$ cat src/rtl/vnorm_pkg.sv
// Shared constants for the vector normalization core.
package vnorm_pkg;

    // Fraction bits of the unit vector components (1.0 is 2**22).
    localparam int UNIT_FRAC = 22;
    // Width of a unit component on the output word.
    localparam int UNIT_W = 24;
    // Width of the length on the output word.
    localparam int LEN_W = 24;
    // Quotient bits per component: the quotient never exceeds 2**22.
    localparam int QUOT_W = UNIT_FRAC + 1;

endpackage

$ cat src/rtl/vnorm_sqrt_cell.sv
// One cell of the square root chain: settles one bit of the root.
module vnorm_sqrt_cell
    import vnorm_pkg::*;
#(
    parameter int W   = 24,
    parameter int BIT = 0
)
(
    input  logic             clk,
    input  logic             rst_n,
    input  logic             en,
    input  logic             valid_in,
    input  logic [2*W-1:0]   rem_in,
    input  logic [W-1:0]     root_in,
    input  logic [3*W-1:0]   mag_in,
    input  logic [2:0]       neg_in,
    input  logic             zero_in,
    output logic             valid_out,
    output logic [2*W-1:0]   rem_out,
    output logic [W-1:0]     root_out,
    output logic [3*W-1:0]   mag_out,
    output logic [2:0]       neg_out,
    output logic             zero_out
);

    localparam int SW = 2 * W;

    logic [SW-1:0] trial;
    logic          take;
    logic          valid_reg;
    logic [SW-1:0] rem_reg;
    logic [W-1:0]  root_reg;
    logic [3*W-1:0] mag_reg;
    logic [2:0]    neg_reg;
    logic          zero_reg;

    // Trial subtrahend (2*root + 2**BIT) * 2**BIT; root bits below BIT+1 are still zero.
    always_comb
    begin
        trial = ((SW'(root_in) << 1) | (SW'(1) << BIT)) << BIT;
        take  = (rem_in >= trial);
    end

    always_ff @(posedge clk or negedge rst_n)
    begin
        if (!rst_n)
        begin
            valid_reg <= 1'b0;
        end
        else if (en)
        begin
            valid_reg <= valid_in;
        end
    end

    always_ff @(posedge clk)
    begin
        if (en)
        begin
            rem_reg  <= take ? (rem_in - trial) : rem_in;
            root_reg <= take ? (root_in | (W'(1) << BIT)) : root_in;
            mag_reg  <= mag_in;
            neg_reg  <= neg_in;
            zero_reg <= zero_in;
        end
    end

    assign valid_out = valid_reg;
    assign rem_out   = rem_reg;
    assign root_out  = root_reg;
    assign mag_out   = mag_reg;
    assign neg_out   = neg_reg;
    assign zero_out  = zero_reg;

endmodule

$ cat config.mk
export PLATFORM = sky130hd
export DESIGN_NAME = vnorm_sqrt_cell
export DESIGN_NICKNAME = d
export VERILOG_FILES = /design/src/rtl/vnorm_pkg.sv /design/src/rtl/vnorm_sqrt_cell.sv
export SDC_FILE = /design/constraint.sdc
export NUM_CORES = 1
export LEC_CHECK = 0
export CAP_MARGIN = 20
export CORE_MARGIN = 8
export CORE_UTILIZATION = 48
export CTS_BUF_LIST = sky130_fd_sc_hd__clkbuf_4 sky130_fd_sc_hd__clkbuf_8
export DETAILED_ROUTE_END_ITERATION = 16
export DONT_BUFFER_PORTS = 1
export GPL_TIMING_DRIVEN = 1
export PLACE_DENSITY = 0.65
export SETUP_SLACK_MARGIN = 0.5
export SYNTH_ARGS = -nofsm -noshare
export SYNTH_HDL_FRONTEND = slang
export SYNTH_SLANG_ARGS = --single-unit
export TNS_END_PERCENT = 100
$ cat constraint.sdc
create_clock -name clk -period 0.8 [get_ports clk]
set_clock_uncertainty 0.1 [all_clocks]
set_input_delay 0.16 -clock clk [delete_from_list [all_inputs] [get_ports clk]]
set_output_delay 0.16 -clock clk [all_outputs]
set_load 0.02 [all_outputs]
After elaboration in Yosys (flattened, before gate mapping)
Index checks and enable logic that the tools add are counted.
Cells by class
  add/subtract/negate cells: 1
  mux-type cells: 1
  order comparisons: 1
Operators by type and width (number)
  $ge A48 B25 Y1: 1
  $mux W48: 1
  $sub A48 B25 Y48: 1
Word-level totals
  word-level logic and storage cells: 10
  output and inout port bits: 149
  register bits after elaboration: 149

Longest topological paths before layout
  depth after elaboration: 2
  mapped depth: 13

Worst setup path before layout
OpenSTA, ideal clock, no wires.
  kind: input-to-reg
  start: input root_in[22]
  end: register rem_reg[44] (netlist: rem_out[44]), data pin
  setup time: 0.263 ns
  stages on the path: 13
  data required time: 0.437 ns
  slack: -1.893 ns
  arrival: 2.330 ns
  path through: inv_1 ha_1 buf_2 nand4b_1 nor4_4 o211ai_1 a31o_1 and2_4 buf_6 or3_1 buf_6 nor3_2 xor2_1
On the way
  cells in the longest elaborated chain, start to end: 2
  elaborated cells on any way between the ends: 3
  classes of those cells: add/sub (1); order compare (1); mux (1)
Ends and longest elaborated chain
  start: declaration: line vnorm_sqrt_cell.sv:14  | input logic [W-1:0] root_in,
  $sub A48 B25 Y48 or $ge A48 B25 Y1 (tied branches): line vnorm_sqrt_cell.sv:60, vnorm_sqrt_cell.sv:41
  $mux W48 (*): line vnorm_sqrt_cell.sv:60  | rem_reg <= take ? (rem_in - trial) : rem_in;
  end signal: assignment: line vnorm_sqrt_cell.sv:60
  end: declaration: line vnorm_sqrt_cell.sv:31  | logic [SW-1:0] rem_reg;
Every way passes the cells marked *; elsewhere a longest branch is shown, timed or not.
A chain may end at the register's enable or synchronous reset.

Worst setup path in the final report
  start: input root_in[20]
  end: register rem_reg[47] (netlist: rem_out[47]), data pin
The elaborated chain is that of the path after synthesis.

==> impl_metrics.py <==
metrics = {
    "status": {
        "outcome": "finished, violations left",
        "violations": "hold timing, setup timing",
    },
    "routing": {
        "drt-initial-drc-count": 383,
        "wl_met3_um": 1950,
        "via_per_inst": 5.77,
        "dr.pass1.iters": 5,
        "wl_um": 21800,
        "wl_met1_um": 7590,
        "routedWlPerCell_um": 26.4,
        "top_layer_used": "met4",
        "postRouteAntennaNets": 0,
        "wl_met2_um": 11900,
        "vias": 4753,
        "drc": 0,
    },
    "clock_tree": {
        "clock_latency_ns": 0.44,
        "cts.sinks": 149,
        "cts_made_buffers": 17,
        "cts_tree": "built",
        "clockBufferDepth": 2,
        "clk_pin_slew_ns": 0.09,
        "root_buffer": "clkbuf_8",
        "cts_hold_buf": 1,
        "cts.htree.levels": 4,
    },
    "layout": {
        "final_common_cell": "edfxtp_1",
        "antenna_cells": 0,
        "final_cells": 824,
        "syn_to_final_growth_pct": 34.3,
        "final_area_mm2": 0.00904,
        "nets": 809,
        "drive_above_1_share_pct": 40.4,
        "most-common-layout-cells": "edfxtp_1 (148), buf_4 (104), nand2_1 (36), xor2_1 (29), a21oi_1 (28)",
    },
    "sta": {
        "relSlewSlack_pct": 67.1,
        "setup_tns_ns": -121.50,
        "setup_viol": 199,
        "hold_ws_ns": -0.301,
        "slew_violations": 0,
        "clock.fmax_ghz": 0.451,
        "period_share_pct": 277,
        "setup_slack_ns": -1.42,
        "worstMarginPinSlew_ns": 0.489,
        "rsz0062_at_grt": "true",
        "period_minus_slack_ns": 2.22,
        "hold_viol": 298,
    },
    "logic_synthesis": {
        "ys_seq_area_share_pct": 66.4,
        "ys_async_sr_fraction_pct": 0.671,
        "synthesis.nets": 678,
        "ys_ff_latch": 149,
        "synthCells": 500,
        "syn_avg_cell_area_um2": 13.5,
        "synthDistinctLibCells": 50,
        "syn-cell-area_mm2": 0.00673,
        "ys.flop_type": "edfxtp_1",
        "synth_enable_flop_cells": 148,
        "ys_warn_count": 0,
    },
    "placement": {
        "dp_slack_ns": -2.00,
        "placed_cells": 762,
        "gp_congestion": 0.856,
        "io_buffers": 0,
        "dp_hpwl_um": 15400,
        "post_dp_cell_area_mm2": 0.00765,
    },
    "pwr": {
        "peakVddDrop_mv": 1.09,
        "power.leakage_nw": 3.39,
        "power.density_mw_per_mm2": 2120,
    },
    "worst_setup_path": {
        "cp-end-kind": "register",
        "r2r_cells": 1,
        "crit_chain": "inv_1 -> ha_1 -> buf_4 -> a21oi_1 -> o21ai_1 -> nand3b_1 -> o2111a_2 -> buf_4 -> nand2_4 -> nand4_1 -> buf_6 -> nor3_2 -> xor2_1",
        "cp_common_cell": "buf_4",
        "required_ns": 0.90,
        "timing_worst_setup_path_type": "in2reg",
        "reg2reg_to": "valid_out",
        "crit_family": "compound AO/OA/AOI/OAI gates",
        "worst-path-stages": 13,
        "rr_startpoint": "valid_out",
        "crit_start": "root_in[20]",
        "max_stage_delay_ns": 0.31,
        "worstSetupEndpoint": "rem_out[47]",
        "critPathArrivalTime_ns": 2.32,
        "startpoint_type": "input port",
        "crit_path_top_delay_cell": "o2111a_2",
        "r2r_slack_ns": -0.09,
        "cp_max_fo": 6,
        "worstPathBufferInverterCount": 4,
    },
    "floorplanning": {
        "die_width_um": 134,
        "row_count": 43,
        "core-area_mm2": 0.0138,
        "chipHeight_um": 134,
        "start_util_pct": 48.8,
        "dieArea_mm2": 0.0181,
        "pin_count": 301,
    },
    "grt": {
        "gr-total-overflow": 0,
        "grt_max_degree": 150,
        "grt_pass1_vias": 4737,
        "track_usage_pct": 22.7,
        "grt_pass1_wl_um": 30400,
        "antenna_found_initial": 0,
    },
    "hold_path": {
        "worstHoldStart": "mag_in[65]",
        "hold_class": "in2reg",
    },
    "flow_run": {
        "cap_violations": 0,
    },
}
Yosys cell counts, types with 3 or more instances:
| master | number | area (um2) |
|---|---|---|
| a21o_1 | 7 | 52.6 |
| o21a_1 | 3 | 22.5 |
| a31oi_1 | 3 | 18.8 |
| nor2_1 | 29 | 109 |
| nor4_1 | 4 | 25.0 |
| xor2_1 | 30 | 263 |
| buf_2 | 5 | 25.0 |
| o21ai_0 | 25 | 125 |
| inv_1 | 25 | 93.8 |
| nand2_1 | 40 | 150 |
| a211oi_1 | 4 | 30.0 |
| xnor2_1 | 13 | 114 |
| nor3_2 | 6 | 60.1 |
| a21oi_1 | 41 | 205 |
| o211ai_1 | 4 | 30.0 |
| o21bai_1 | 4 | 30.0 |
| nor3_1 | 14 | 70.1 |
| nand2b_1 | 5 | 31.3 |
| nor2b_1 | 4 | 25.0 |
| nand4_1 | 9 | 56.3 |
| nand3_1 | 3 | 15.0 |
| ha_1 | 25 | 313 |
| o31ai_1 | 3 | 22.5 |
| clkbuf_1 | 5 | 18.8 |
| or3_1 | 6 | 37.5 |
| edfxtp_1 | 148 | 4440 |
registers in the layout, summed over array words and instances, names as in the netlist:
register,count
rem_out,48
zero_out,1
mag_out,72
neg_out,3
valid_out,1
root_out,24
routing by layer:
layer  track usage (%)  vias to the layer above
met5                 0                        -
met1              23.3                     2345
met4              5.49                        0
li1                  -                     2131
met3              8.60                       26
met2              42.3                      251
layout make-up:
class                      count  area (um2)
timing repair buffer         125        1150
inverter                      25         119
fill                         972        4740
multi-input combinational    313        2680
sequential                   149        4470
clock inverter                15         151
tap                          180         225
clock buffer                  17         234
worst min path at each step:
stage | end | slack, ns | cells past startpoint
after floorplan | valid_out | -0.24 | 0
after global placement | valid_out | -0.24 | 0
after detailed placement | valid_out | -0.24 | 0
after CTS | root_out[14] | -0.33 | 0
after global routing | zero_out | -0.33 | 0
final | mag_out[65] | -0.30 | 0
cell families after synthesis:
| logic type | share of synthesized area [%] |
|---|---|
| DFF | 66.4 |
| and+or+nand+nor | 10.8 |
| AOI/OAI and AO/OA | 9.56 |
| xor gates and xnor gates | 5.60 |
| buffers and inverters | 2.49 |
| adders and majority gates | 4.95 |
| muxes | 0.167 |
power by group:
part | total, mW | switching (mW) | leakage (nW) | internal, mW
Sequential | 10.8 | 1.30 | 1.46 | 9.52
Combinational | 2.62 | 1.26 | 1.74 | 1.36
Clock | 5.71 | 2.93 | 0.186 | 2.78
metrics by stage:
stage          power (mW)  utilization (%)
4_1_cts              19.0             62.8
3_5_place_dp         13.1             55.6
5_1_grt              19.8             65.6
6_report             19.1             65.6
3_3_place_gp         13.0             55.6
2_1_floorplan        12.0                -
timing repair:
item,CTS,global route
gates cloned,4,2
endpoints found under the setup margin,199,199
pin swaps,18,15
endpoints found under the hold margin,298,298
buffers inserted,12,11
gates resized for setup,89,62
(Power assumes the default switching activity.)
