--- src/rtl/vnorm_pkg.sv ---
// Shared constants for the vector normalization core.
package vnorm_pkg;

    // Fraction bits of the unit vector components (1.0 is 2**22).
    localparam int UNIT_FRAC = 22;
    // Width of a unit component on the output word.
    localparam int UNIT_W = 24;
    // Width of the length on the output word.
    localparam int LEN_W = 24;
    // Quotient bits per component: the quotient never exceeds 2**22.
    localparam int QUOT_W = UNIT_FRAC + 1;

endpackage

--- src/rtl/vnorm_div_cell.sv ---
// One cell of the division chain: settles one quotient bit for all three components.
module vnorm_div_cell
    import vnorm_pkg::*;
#(
    parameter int W   = 24,
    parameter int BIT = 0
)
(
    input  logic                     clk,
    input  logic                     rst_n,
    input  logic                     en,
    input  logic                     valid_in,
    input  logic [W-1:0]             len_in,
    input  logic [3*(W+QUOT_W)-1:0]  rem_in,
    input  logic [3*QUOT_W-1:0]      quot_in,
    input  logic [2:0]               neg_in,
    input  logic                     zero_in,
    output logic                     valid_out,
    output logic [W-1:0]             len_out,
    output logic [3*(W+QUOT_W)-1:0]  rem_out,
    output logic [3*QUOT_W-1:0]      quot_out,
    output logic [2:0]               neg_out,
    output logic                     zero_out
);

    localparam int DW = W + QUOT_W;

    logic [DW-1:0]          dvs;
    logic [3*DW-1:0]        rem_next;
    logic [3*QUOT_W-1:0]    quot_next;
    logic                   valid_reg;
    logic [W-1:0]           len_reg;
    logic [3*DW-1:0]        rem_reg;
    logic [3*QUOT_W-1:0]    quot_reg;
    logic [2:0]             neg_reg;
    logic                   zero_reg;

    // Restoring step on each lane against the shifted length.
    always_comb
    begin
        dvs = DW'(len_in) << BIT;
        for (int i = 0; i < 3; i++)
        begin
            if (rem_in[i*DW +: DW] >= dvs)
            begin
                rem_next[i*DW +: DW]         = rem_in[i*DW +: DW] - dvs;
                quot_next[i*QUOT_W +: QUOT_W] =
                    quot_in[i*QUOT_W +: QUOT_W] | (QUOT_W'(1) << BIT);
            end
            else
            begin
                rem_next[i*DW +: DW]         = rem_in[i*DW +: DW];
                quot_next[i*QUOT_W +: QUOT_W] = quot_in[i*QUOT_W +: QUOT_W];
            end
        end
    end

    always_ff @(posedge clk or negedge rst_n)
    begin
        if (!rst_n)
        begin
            valid_reg <= 1'b0;
        end
        else if (en)
        begin
            valid_reg <= valid_in;
        end
    end

    always_ff @(posedge clk)
    begin
        if (en)
        begin
            len_reg  <= len_in;
            rem_reg  <= rem_next;
            quot_reg <= quot_next;
            neg_reg  <= neg_in;
            zero_reg <= zero_in;
        end
    end

    assign valid_out = valid_reg;
    assign len_out   = len_reg;
    assign rem_out   = rem_reg;
    assign quot_out  = quot_reg;
    assign neg_out   = neg_reg;
    assign zero_out  = zero_reg;

endmodule

--- config.mk ---
export PLATFORM = sky130hd
export DESIGN_NAME = vnorm_div_cell
export DESIGN_NICKNAME = d
export VERILOG_FILES = /design/src/rtl/vnorm_pkg.sv /design/src/rtl/vnorm_div_cell.sv
export SDC_FILE = /design/constraint.sdc
export NUM_CORES = 1
export LEC_CHECK = 0
export CORE_AREA = 2 2 189 191
export DETAILED_ROUTE_END_ITERATION = 10
export DIE_AREA = 0 0 191 193
export DONT_BUFFER_PORTS = 1
export GPL_ROUTABILITY_DRIVEN = 0
export HOLD_SLACK_MARGIN = 0.02
export MAX_ROUTING_LAYER = met4
export PLACE_DENSITY = 0.57
export SYNTH_ARGS = -nofsm -noshare
export SYNTH_HDL_FRONTEND = slang
export SYNTH_SLANG_ARGS = --single-unit
--- constraint.sdc ---
create_clock -name clk -period 0.8 [get_ports clk]
set_input_delay 0.16 -clock clk [delete_from_list [all_inputs] [get_ports clk]]
set_output_delay 0.16 -clock clk [all_outputs]
set_load 0.02 [all_outputs]
Yosys cells after proc, flatten, opt, wreduce, memory -nomap -nowiden
Index checks and enable logic that the tools add are counted.
{"block": "totals", "in_bits": 242, "elab_cells": 18, "register_bits": 239, "output_inout_bits": 239}
{"block": "op_classes", "magnitude_cmp": 3, "n_addsub": 3, "mux": 3}
{"op": "47-bit by 24-bit >= comparator with 1-bit output", "n": 3}
{"op": "47-bit 2-to-1 mux", "n": 3}
{"op": "47-bit by 24-bit subtractor with 47-bit output", "n": 3}

Logic depth before layout (Yosys ltp)
{"block": "depth", "depth_word": 2, "depth_mapped": 14, "depth_no_buf": 13}

Worst setup path before layout
OpenSTA, ideal clock, no wires.
{"block": "synth_timing", "kind": "input -> register", "startpoint": "in rem_in[94]", "endpoint": "reg rem_reg[132], in the netlist rem_out[132] (data pin)", "stages": 13, "required_time_ps": 533, "setup_ps": 267, "arrival_time_ps": 2806, "slack_ps": -2273, "cell_sequence": "inv_1 ha_1 inv_1 fa_1 a211o_1 a211oi_2 nor4_1 o41ai_1 nor2_1 a2111oi_4 nand2_2 nor4_2 xor2_1"}
{"block": "synth_via", "elab_chain_cells": 2}
{"item": "from (decl)", "line": "vnorm_div_cell.sv:14", "source": "input logic [3*(W+QUOT_W)-1:0] rem_in,"}
{"item": "47-bit by 24-bit subtractor with 47-bit output or 47-bit by 24-bit >= comparator with 1-bit output (tied branches)", "line": "vnorm_div_cell.sv:46, vnorm_div_cell.sv:44"}
{"item": "47-bit 2-to-1 mux (*)", "line": "vnorm_div_cell.sv:44", "source": "if (rem_in[i*DW +: DW] >= dvs)"}
{"item": "named net rem_next[132]", "line": "vnorm_div_cell.sv:29", "source": "logic [3*DW-1:0] rem_next;"}
{"item": "to (signal assigned)", "line": "vnorm_div_cell.sv:75", "source": "rem_reg <= rem_next;"}
{"item": "to (decl)", "line": "vnorm_div_cell.sv:33", "source": "logic [3*DW-1:0] rem_reg;"}
The timed path passes the listed nets; every way through them passes the cells marked *.
A chain may end at the register's enable or synchronous reset.

Worst setup path in the final report
Ends and elaborated chain as after synthesis.

==> results.json <==
{
  "synthAdderAreaFrac_pct": 7.076,
  "stdcell_count": 2350,
  "port_buffers": 0,
  "dp_cells": 1983,
  "nNetsFinal": 2184,
  "synth_ff_type": "edfxtp_1",
  "mostFrequentLayoutCell": "buf_4",
  "final.min_clock_period_ps": 2542,
  "cap_violations": 0,
  "cts_buffers": 26,
  "syn-num-nets": 1543,
  "hold_path_end": "len_out[0]",
  "vias_per_cell": 5.448,
  "hold_path_depth": 0,
  "area_delta_synth_final_pct": 72.04,
  "finalSetupViolCount": 383,
  "syn-cell-area_um2": 13580,
  "worst_ep_arrival_time_ps": 2820,
  "avgRoutedWirePerCell_um": 22.81,
  "firstDrtPassIters": 5,
  "synthXorXnorAreaFrac_pct": 8.191,
  "synthMuxAreaShare_pct": 0.5989,
  "final_cell_mix": "buf_4 (320), dlygate4sd3_1 (238), edfxtp_1 (238)",
  "die_width_um": 191,
  "worst-endpoint-required_ps": 1080,
  "cp_slowest_cell": "o41ai_2",
  "irDropWorstVdd_mv": 1.623,
  "power.total_mw": 40.01,
  "rows": 69,
  "rsz0062_at_grt": "yes",
  "slew_headroom_pct": 63.37,
  "power.density_nw_per_um2": 1712,
  "use_met3_pct": 5.593,
  "cts.path.max_buffers": 3,
  "worstHoldStart": "len_in[0]",
  "drive_above_1_share_pct": 43.46,
  "crit_path_start_kind": "input port",
  "synth_top_family_by_area": "simple AND/OR/NAND/NOR gates",
  "layout_setup_ws_ps": -1742,
  "min_path_type": "input port to flip-flop",
  "fmax_mhz": 393.4,
  "synth_cells": 1226,
  "p_leak_nw": 9.071,
  "core-area_um2": 34960,
  "synth_compound_area_share_pct": 12.92,
  "hold_viol_final": 152,
  "hold_ws_ps": -281.0,
  "yosysWarnings": 0,
  "status": "finished with violations",
  "htreeDepth": 1,
  "cpPeakStageDelay_ps": 440,
  "clock_skew_ps": 0,
  "cts_sinks": 239,
  "drt_iter0_markers": 721,
  "cts.reportedPaths.clkPinSlew_ps": 60,
  "worst_r2r_path_depth": 1,
  "r2r-start": "valid_out",
  "die_h_um": 193,
  "start_util_pct": 38.84,
  "cts_tree": "built",
  "grt_pass1_wl_mm": 75.52,
  "place_hpwl_mm": 35.34,
  "grt_use_met1_pct": 30.73,
  "num_vias": 12802,
  "slew_viol_final": 0,
  "final_core_util_pct": 66.82,
  "swShare_pct": 29.54,
  "r2r_setup_slack_ps": 30,
  "ioPinCount": 481,
  "synth_edf_count": 238,
  "p_sw_mw": 11.82,
  "grt_usage_pct": 27.72,
  "grtUsageMet2_pct": 48.98,
  "power_frac_clock_pct": 31.2,
  "crit_fanout": 4,
  "overflow": 0,
  "syn_area_per_cell_um2": 11.08,
  "drc": 0,
  "power_frac_seq_pct": 44.9,
  "ys_types": 78,
  "cp-end-kind": "flip-flop",
  "nFillCells": 2463,
  "worst_pin_slew_ps": 544.4,
  "clkLatencyLatePin_ps": 530,
  "yosys.area_share.simple_pct": 15.76,
  "ant_nets": 0,
  "path_class": "input port to flip-flop",
  "routed_wirelength_mm": 53.61,
  "die_area_um2": 36860,
  "intPower_mw": 28.19,
  "fin_crit_sh_pct": 317.7,
  "cp_cell_sequence": "clkinv_16 > ha_4 > inv_2 > fa_2 > a211o_1 > a211oi_4 > nor4_2 > o41ai_2 > nor2_1 > a2111oi_4 > nand2_2 > nor4_4 > xor2_1",
  "violations": "hold timing, setup timing",
  "grt_max_degree": 240,
  "async_flop_share_pct": 0.4184,
  "ys_seq_elements": 239,
  "r2r-end": "valid_out",
  "combPwrFrac_pct": 23.9,
  "cts_root_buffer": "clkbuf_16",
  "setup_tns_ps": -297790,
  "antenna_found_initial": 1,
  "grt_pass1_vias": 12937,
  "synth_seq_area_share_pct": 52.81,
  "grt.busiest_layer": "met2"
}
==> logic make-up after synthesis <==
kind of cell             count (synthesis)
AND/OR/NAND/NOR                        407
AO/OA/AOI/OAI                          286
flip-flops                             239
XOR/XNOR                               127
buffers and inverters                   85
adder cells (fa/ha/maj)                 75
multiplexers                             7
==> stage by stage <==
| stage | cell area, um^2 | setup WS, ps |
|---|---|---|
| after floorplan | 14100 | -2103 |
| final | 23360 | -1742 |
| after global routing | 23360 | -1835 |
| after CTS | 22200 | -1655 |
| after global placement | 16950 | -2232 |
| after detailed placement | 16950 | -2328 |
==> flip-flops by register name, summed over array words and instances, names as in the netlist <==
| name | flops |
|---|---|
| zero_out | 1 |
| rem_out | 141 |
| len_out | 24 |
| neg_out | 3 |
| valid_out | 1 |
| quot_out | 69 |
==> worst max-delay path: cells and delay by family <==
family,cells,cell delay (ps)
fa+ha+maj,2,440
compound gates,4,1470
simple gates,4,590
buf+inv,2,50
xor+xnor,1,90
==> layout make-up <==
cell class | instances | area (um^2) | share of cell area (%)
clock inverter | 16 | 183.9 | 0.7872
timing repair buffer | 647 | 6033 | 25.82
multi-input combinational | 903 | 8426 | 36.06
inverter | 50 | 271.5 | 1.162
antenna | 2 | 5.005 | 0.02142
tap | 461 | 576.8 | 2.469
sequential | 239 | 7173 | 30.70
clock buffer | 32 | 694.4 | 2.972
==> timing repair <==
| action | in CTS | in global routing |
|---|---|---|
| buffers inserted | 50 | 45 |
| endpoints found under the setup margin | 383 | 383 |
| gates resized for setup | 359 | 189 |
| cloned | 9 | 2 |
| hold endpoints to repair | 478 | 247 |
| pin swaps | 133 | 114 |
| hold buffers | 236 | 2 |
==> metal layers <==
layer	vias up	wire length (um)
li1	5863	-
met3	146	3762
met1	6241	20090
met5	-	0
met2	552	27530
met4	0	2229
==> cells in the mapped netlist, types with 4 or more instances <==
library cell	count	area (um^2)
a31o_2	4	35.03
mux2_2	5	56.30
nor3_2	5	50.05
nand4_1	13	81.33
o211ai_1	8	60.06
a31oi_1	11	68.82
a211oi_1	7	52.55
inv_1	50	187.7
o21a_1	5	37.54
xor2_1	67	586.8
nand2b_1	12	75.07
clkbuf_1	24	90.09
and2_1	7	43.79
buf_2	4	20.02
xnor2_1	60	525.5
a21o_1	30	225.2
or4_1	9	67.56
and4_1	4	35.03
o21bai_1	5	37.54
nand3_1	39	195.2
nor2_1	72	270.3
edfxtp_1	238	7147
and3_1	8	50.05
or2_2	11	68.82
o21ai_0	91	455.4
nor3b_1	5	37.54
nor2b_1	7	43.79
o31ai_1	8	60.06
or3_1	8	50.05
nand2_1	129	484.2
nor3_1	33	165.2
nor4_1	17	106.4
ha_1	72	900.9
a21oi_1	89	445.4
nand3b_1	4	30.03
o311ai_0	4	35.03
==> how the worst max path moves through the flow <==
stage	start	end	slack, ps	cells past startpoint
floorplan	len_in[1]	rem_out[136]	-2100	11
global placement	len_in[4]	rem_out[79]	-2230	12
detailed placement	rem_in[94]	rem_out[126]	-2330	15
CTS	rem_in[94]	rem_out[136]	-1650	13
global route	rem_in[94]	rem_out[132]	-1830	13
finish	rem_in[94]	rem_out[132]	-1740	13
==> power by group through the flow <==
stage / Clock (mW) / Sequential, mW / Combinational, mW
global placement: 0 / 18.2 / 6.19
global route: 13.2 / 18.0 / 10.2
detailed placement: 0 / 18.2 / 6.27
CTS: 12.7 / 18.0 / 8.62
finish: 12.5 / 18.0 / 9.57
floorplan: 0 / 17.8 / 3.64
(Power assumes the default switching activity.)
